--- src/rtl/memory_drift_step_regression_top_macros.svh ---
// ----------------------------------------------------------------------------
// Memory drift step regression: assertion macros
// Concurrent checks on the top level clock and reset; empty when SYNTH is set.
// ----------------------------------------------------------------------------
`ifndef MEMORY_DRIFT_STEP_REGRESSION_TOP_MACROS_SVH
`define MEMORY_DRIFT_STEP_REGRESSION_TOP_MACROS_SVH

`ifndef SYNTH
`define MDSR_ASSERT(label, prop) \
    label: assert property (@(posedge i_clk) disable iff (!i_rst_n) prop) \
        else $error("mdsr: property failed");
`define MDSR_NEVER(label, expr) \
    label: assert property (@(posedge i_clk) disable iff (!i_rst_n) !(expr)) \
        else $error("mdsr: forbidden condition seen");
`else
`define MDSR_ASSERT(label, prop)
`define MDSR_NEVER(label, expr)
`endif

`endif

--- src/rtl/mdsr_pkg.sv ---
// ----------------------------------------------------------------------------
// Memory drift step regression package
// Shared widths, defaults, register indexes and the arithmetic unit request.
// ----------------------------------------------------------------------------
package mdsr_pkg;

    localparam int RING_DEPTH_DEF = 256;
    localparam int ACC_W          = 128;

    localparam logic [15:0] STEP_THR_RST = 16'd256;
    localparam logic [8:0]  MIN_SAMP_RST = 9'd8;
    localparam logic [19:0] MIN_SPAN_RST = 20'd4000;

    // 60000 ms per minute times 16 for 1/256 MB from 1/16 MB levels
    localparam logic [ACC_W-1:0] SLOPE_SCALE = ACC_W'(960000);

    localparam logic [1:0] CFG_STEP_THR = 2'd0;
    localparam logic [1:0] CFG_MIN_SAMP = 2'd1;
    localparam logic [1:0] CFG_MIN_SPAN = 2'd2;

    localparam logic OP_MUL = 1'b0;
    localparam logic OP_DIV = 1'b1;

    typedef struct packed {
        logic start;
        logic op;
    } t_md_req;

endpackage

--- src/rtl/mdsr_muldiv.sv ---
// ----------------------------------------------------------------------------
// Shared shift-add multiplier and restoring divider
// One bit per cycle; multiply stops when the multiplier runs out of ones.
// ----------------------------------------------------------------------------
module mdsr_muldiv import mdsr_pkg::*; (
    input  logic             i_clk,
    input  logic             i_rst_n,
    input  t_md_req          i_req,
    input  logic [ACC_W-1:0] i_a,
    input  logic [ACC_W-1:0] i_b,
    output logic [ACC_W-1:0] o_res,
    output logic             o_done
);

    localparam int CNT_W = $clog2(ACC_W + 1);

    logic             r_busy;
    logic             r_done;
    logic             r_op;
    logic [ACC_W-1:0] r_acc;
    logic [ACC_W-1:0] r_a;
    logic [ACC_W-1:0] r_b;
    logic [ACC_W-1:0] r_d;
    logic [CNT_W-1:0] r_cnt;

    logic [ACC_W:0]   rem2;
    logic             ge;
    logic [ACC_W:0]   rem_sub;

    assign rem2    = {r_acc, r_a[ACC_W-1]};
    assign ge      = rem2 >= {1'b0, r_d};
    assign rem_sub = rem2 - {1'b0, r_d};

    always_ff @(posedge i_clk) begin
        if (!i_rst_n) begin
            r_busy <= 1'b0;
            r_done <= 1'b0;
        end else begin
            r_done <= 1'b0;
            if (i_req.start) begin
                r_busy <= 1'b1;
                r_op   <= i_req.op;
                r_acc  <= '0;
                r_a    <= i_a;
                r_cnt  <= CNT_W'(ACC_W);
                if (i_req.op == OP_DIV) begin
                    r_b <= '0;
                    r_d <= i_b;
                end else begin
                    r_b <= i_b;
                end
            end else if (r_busy) begin
                if (r_op == OP_MUL) begin
                    if (r_b == '0) begin
                        r_busy <= 1'b0;
                        r_done <= 1'b1;
                    end else begin
                        if (r_b[0]) begin
                            r_acc <= r_acc + r_a;
                        end
                        r_a <= r_a << 1;
                        r_b <= r_b >> 1;
                    end
                end else begin
                    if (r_cnt == '0) begin
                        r_busy <= 1'b0;
                        r_done <= 1'b1;
                    end else begin
                        // shift in next numerator bit, subtract when it fits
                        r_acc <= ge ? rem_sub[ACC_W-1:0] : rem2[ACC_W-1:0];
                        r_a   <= r_a << 1;
                        r_b   <= {r_b[ACC_W-2:0], ge};
                        r_cnt <= r_cnt - 1'b1;
                    end
                end
            end
        end
    end

    assign o_res  = (r_op == OP_DIV) ? r_b : r_acc;
    assign o_done = r_done;

endmodule

--- config.mk ---
export PLATFORM = sky130hd
export DESIGN_NAME = mdsr_muldiv
export DESIGN_NICKNAME = d
export VERILOG_FILES = /design/src/rtl/memory_drift_step_regression_top_macros.svh /design/src/rtl/mdsr_pkg.sv /design/src/rtl/mdsr_muldiv.sv
export SDC_FILE = /design/constraint.sdc
export NUM_CORES = 2
export LEC_CHECK = 0
export BUFFER_PORTS_ARGS = -buffer_cell sky130_fd_sc_hd__buf_2
export CORE_UTILIZATION = 50
export CTS_CLUSTER_SIZE = 8
export DETAILED_ROUTE_END_ITERATION = 7
export PLACE_DENSITY = 0.67
export SETUP_SLACK_MARGIN = 0.4
export SLEW_MARGIN = 15
export SYNTH_ARGS = -nofsm -noshare
export SYNTH_HDL_FRONTEND = slang
export SYNTH_SLANG_ARGS = --single-unit
--- constraint.sdc ---
create_clock -name i_clk -period 22.9 [get_ports i_clk]
set_input_delay 2.29 -clock i_clk [delete_from_list [all_inputs] [get_ports i_clk]]
set_output_delay 2.29 -clock i_clk [all_outputs]
set_load 0.01 [all_outputs]
==> impl_metrics.json <==
{
  "routedWlPerCell_um": 26.13,
  "pwr-share-comb_pct": 38.5,
  "crit_start": "r_op$_DFFE_PP_",
  "hold_class": "reg2reg",
  "yosys-top-cells-count": "536 x nand2_1, 521 x edfxtp_1, 436 x a21oi_1, 395 x o21ai_0, 304 x nor2_1",
  "die_h_um": 291.0,
  "synth_edf_count": 521,
  "clock_sinks": 523,
  "die_w_um": 291.0,
  "path_cells": "buf_4 > buf_4 > buf_4 > mux2_2 > buf_2",
  "initial_core_util_pct": 50.69,
  "cts_max_level": 3,
  "synth_ff_type": "edfxtp_1",
  "p_leak_uw": 0.01836,
  "period_needed_ps": 6182,
  "ys_warn_count": 0,
  "grt_pass1_wl_mm": 228.6,
  "cts_made_buffers": 76,
  "cap_violations": 0,
  "skew_ps": 33.25,
  "switching_share_pct": 39.13,
  "critPathCaptureType": "output pin",
  "yosysMostFrequentCell": "nand2_1",
  "fmax_mhz": 161.8,
  "slew_viol_final": 0,
  "worstReg2RegEnd": "r_acc[117]$_SDFFCE_PP0P_",
  "detail-route-antenna-nets": 0,
  "fin_util_pct": 56.34,
  "nets": 5346,
  "viasPerCell": 6.534,
  "syn_area_sq_um": 41760,
  "hpwlAfterDp_mm": 119.0,
  "layout-drive-gt1-share_pct": 16.61,
  "period_share_pct": 27.00,
  "grt.overflow.total": 0,
  "dieArea_sq_um": 84670,
  "crit_slowest_cell": "buf_4",
  "grt_max_degree": 155,
  "relSlewSlack_pct": 10.71,
  "worstSetupEndpoint": "o_res[35]",
  "ys_ff_latch": 523,
  "synth_nets": 5111,
  "p_int_uw": 2345,
  "r2r-start": "r_acc[6]$_SDFFCE_PP0P_",
  "syn_to_final_growth_pct": 11.15,
  "syn_area_per_cell_sq_um": 9.091,
  "synth_cell_type_count": 90,
  "yosysSeqAreaShare_pct": 37.56,
  "coreArea_sq_um": 82370,
  "nFillCells": 7511,
  "worstSkewPairLatency_ps": 660,
  "syn_inst": 4593,
  "cts_tree": "yes",
  "pin_count": 389,
  "port_buffers": 388,
  "pwr_density_cell_nw_per_um2": 83.02,
  "drt_iter0_drc": 4534,
  "rr_worst_depth": 13,
  "critPathMaxFanout": 68,
  "ctsHoldBuffers": 0,
  "crit_cells": 5,
  "num_vias": 38680,
  "synthArstFlopShare_pct": 0,
  "ff2ff_setup_slack_ps": 17370,
  "cp.buffers_inverters": 4,
  "p_sw_uw": 1508,
  "rsz0062_at_grt": "no",
  "synth_area_leaders": "edfxtp_1 37%, ha_1 7.7%, mux2_2 6.7%",
  "critPathRequiredTime_ps": 20610,
  "status": "completed",
  "p_clk_share_pct": 27.7,
  "rows": 105,
  "tightest_slew_ps": 1333,
  "grt_usage_pct": 35.45,
  "yosys.area.top_type": "edfxtp_1",
  "holdCritStartpoint": "r_busy$_SDFF_PN0_",
  "start_kind": "flip-flop",
  "dr.pass1.iters": 8,
  "peakVddDrop_mv": 0.05344,
  "setup_tns_ps": 0,
  "cp_slowest_stage_delay_ps": 860,
  "clockBufferDepth": 3,
  "antenna_found_initial": 14,
  "crit_arrival_ps": 3890,
  "hold_viol": 0,
  "place_congestion": 1.003,
  "crit_family": "buffers and inverters",
  "drc_errors": 0,
  "wl_mm": 154.7,
  "post_cts_resized": 0,
  "cpMostUsedCell": "buf_4",
  "setup_viol": 0,
  "yosysTopAreaCellShare_pct": 37.47,
  "first_global_vias": 36050,
  "post_cts_buffers": 0,
  "root_buffer": "clkbuf_16",
  "crit_type": "reg2out",
  "pwr-share-seq_pct": 33.8,
  "clkSlewWorstSetupHoldPaths_ps": 50
}
area by class of cell:
class | count | area, sq um | area share [%]
well taps | 1070 | 1339 | 2.885
clock inverters | 6 | 57.56 | 0.1240
inverters | 213 | 799.5 | 1.723
repair buffers | 419 | 2201 | 4.742
clock buffers | 90 | 2061 | 4.440
flip-flops and latches | 523 | 15690 | 33.80
diodes | 4 | 10.01 | 0.02157
multi-input cells | 3595 | 24260 | 52.27
flip-flops by register name, summed over array words and instances (netlist names):
name and count:
r_a 128, r_acc 128, r_busy 1, r_b 128, o_done 1, r_op 1, r_d 128, r_cnt 8
worst register-to-register path: stages, from the launching register on:
cell and delay (ps):
edfxtp_1 470, ha_1 420, a21oi_1 350, o21bai_1 120, a221oi_1 480, a2111oi_1 300, o211a_1 470, o211a_1 320
nor2_1 710, nand2_1 400, a31oi_1 670, o21ai_0 250, xnor2_1 180, o22ai_1 90
cells in the final DEF (no fill, tap or decap), types with 15 or more instances in the layout:
cell type  netlist  layout
buf_2           51     387
o211ai_1        38      38
xnor2_1        143     143
a21boi_0        21      21
ha_1           256     256
nand4_1        137     137
a21o_1          97      97
nor2b_1         18      17
a211oi_1        15      15
o22ai_1         37      37
o31ai_1         20      20
mux2i_1        129     129
buf_4            7      29
o21a_1          66      64
edfxtp_1       521     521
xor2_1          94      94
nand2b_1        26      25
a21oi_1        436     436
nor3_1          62      62
a311oi_1        37      37
a31oi_1         36      36
nor2_1         304     303
o21ai_0        395     395
inv_1          213     212
o21bai_1        65      64
mux2_2         250     250
or3_1           21      21
nor4_1          49      48
clkbuf_16        0      81
nand3_1         52      52
and4_1          19      19
a22oi_1         27      27
nand2_1        536     536
how the worst min path moves through the flow:
stage / depth (start not counted) / end
3_5_place_dp: 2 / o_done$_SDFF_PP0_
4_1_cts: 2 / o_done$_SDFF_PP0_
3_3_place_gp: 2 / o_done$_SDFF_PP0_
5_1_grt: 1 / r_a[31]$_DFFE_PP_
6_report: 2 / o_done$_SDFF_PP0_
2_1_floorplan: 2 / o_done$_SDFF_PP0_
per-stage QoR:
stage	area [sq um]	power, uW	hold WS, ps	instances	worst slack (ps)
final	46410	3853	568.7	5920	16720
after CTS	46400	3815	568.9	5916	16760
after global placement	44280	2745	560.3	5820	17350
after floorplan	41760	2285	473.2	4593	4748
after global routing	46410	4008	593.5	5918	16600
after detailed placement	44280	2744	557.8	5820	17300
metal layers:
layer,GRT usage (%),routed length (um)
met4,11.99,5521
met2,51.39,64350
met3,7.246,16900
met1,52.21,67850
met5,0,92
power by group through the flow:
| stage | Sequential, uW | Clock, uW | Combinational (uW) |
|---|---|---|---|
| after detailed placement | 1310 | 0 | 1430 |
| after global placement | 1310 | 0 | 1430 |
| final | 1300 | 1070 | 1480 |
| after global routing | 1310 | 1100 | 1600 |
| after CTS | 1300 | 1080 | 1440 |
| after floorplan | 1270 | 0 | 1020 |
logic make-up after synthesis:
| logic type | after synthesis | share of synthesized area, % |
|---|---|---|
| and+or+nand+nor | 1294 | 14.31 |
| DFF | 523 | 37.56 |
| AOI/OAI and AO/OA | 1426 | 21.04 |
| muxes | 380 | 9.861 |
| xor gates and xnor gates | 237 | 4.971 |
| adders and majority gates | 258 | 7.767 |
| buffers and inverters | 475 | 4.489 |
(Power assumes the default switching activity.)
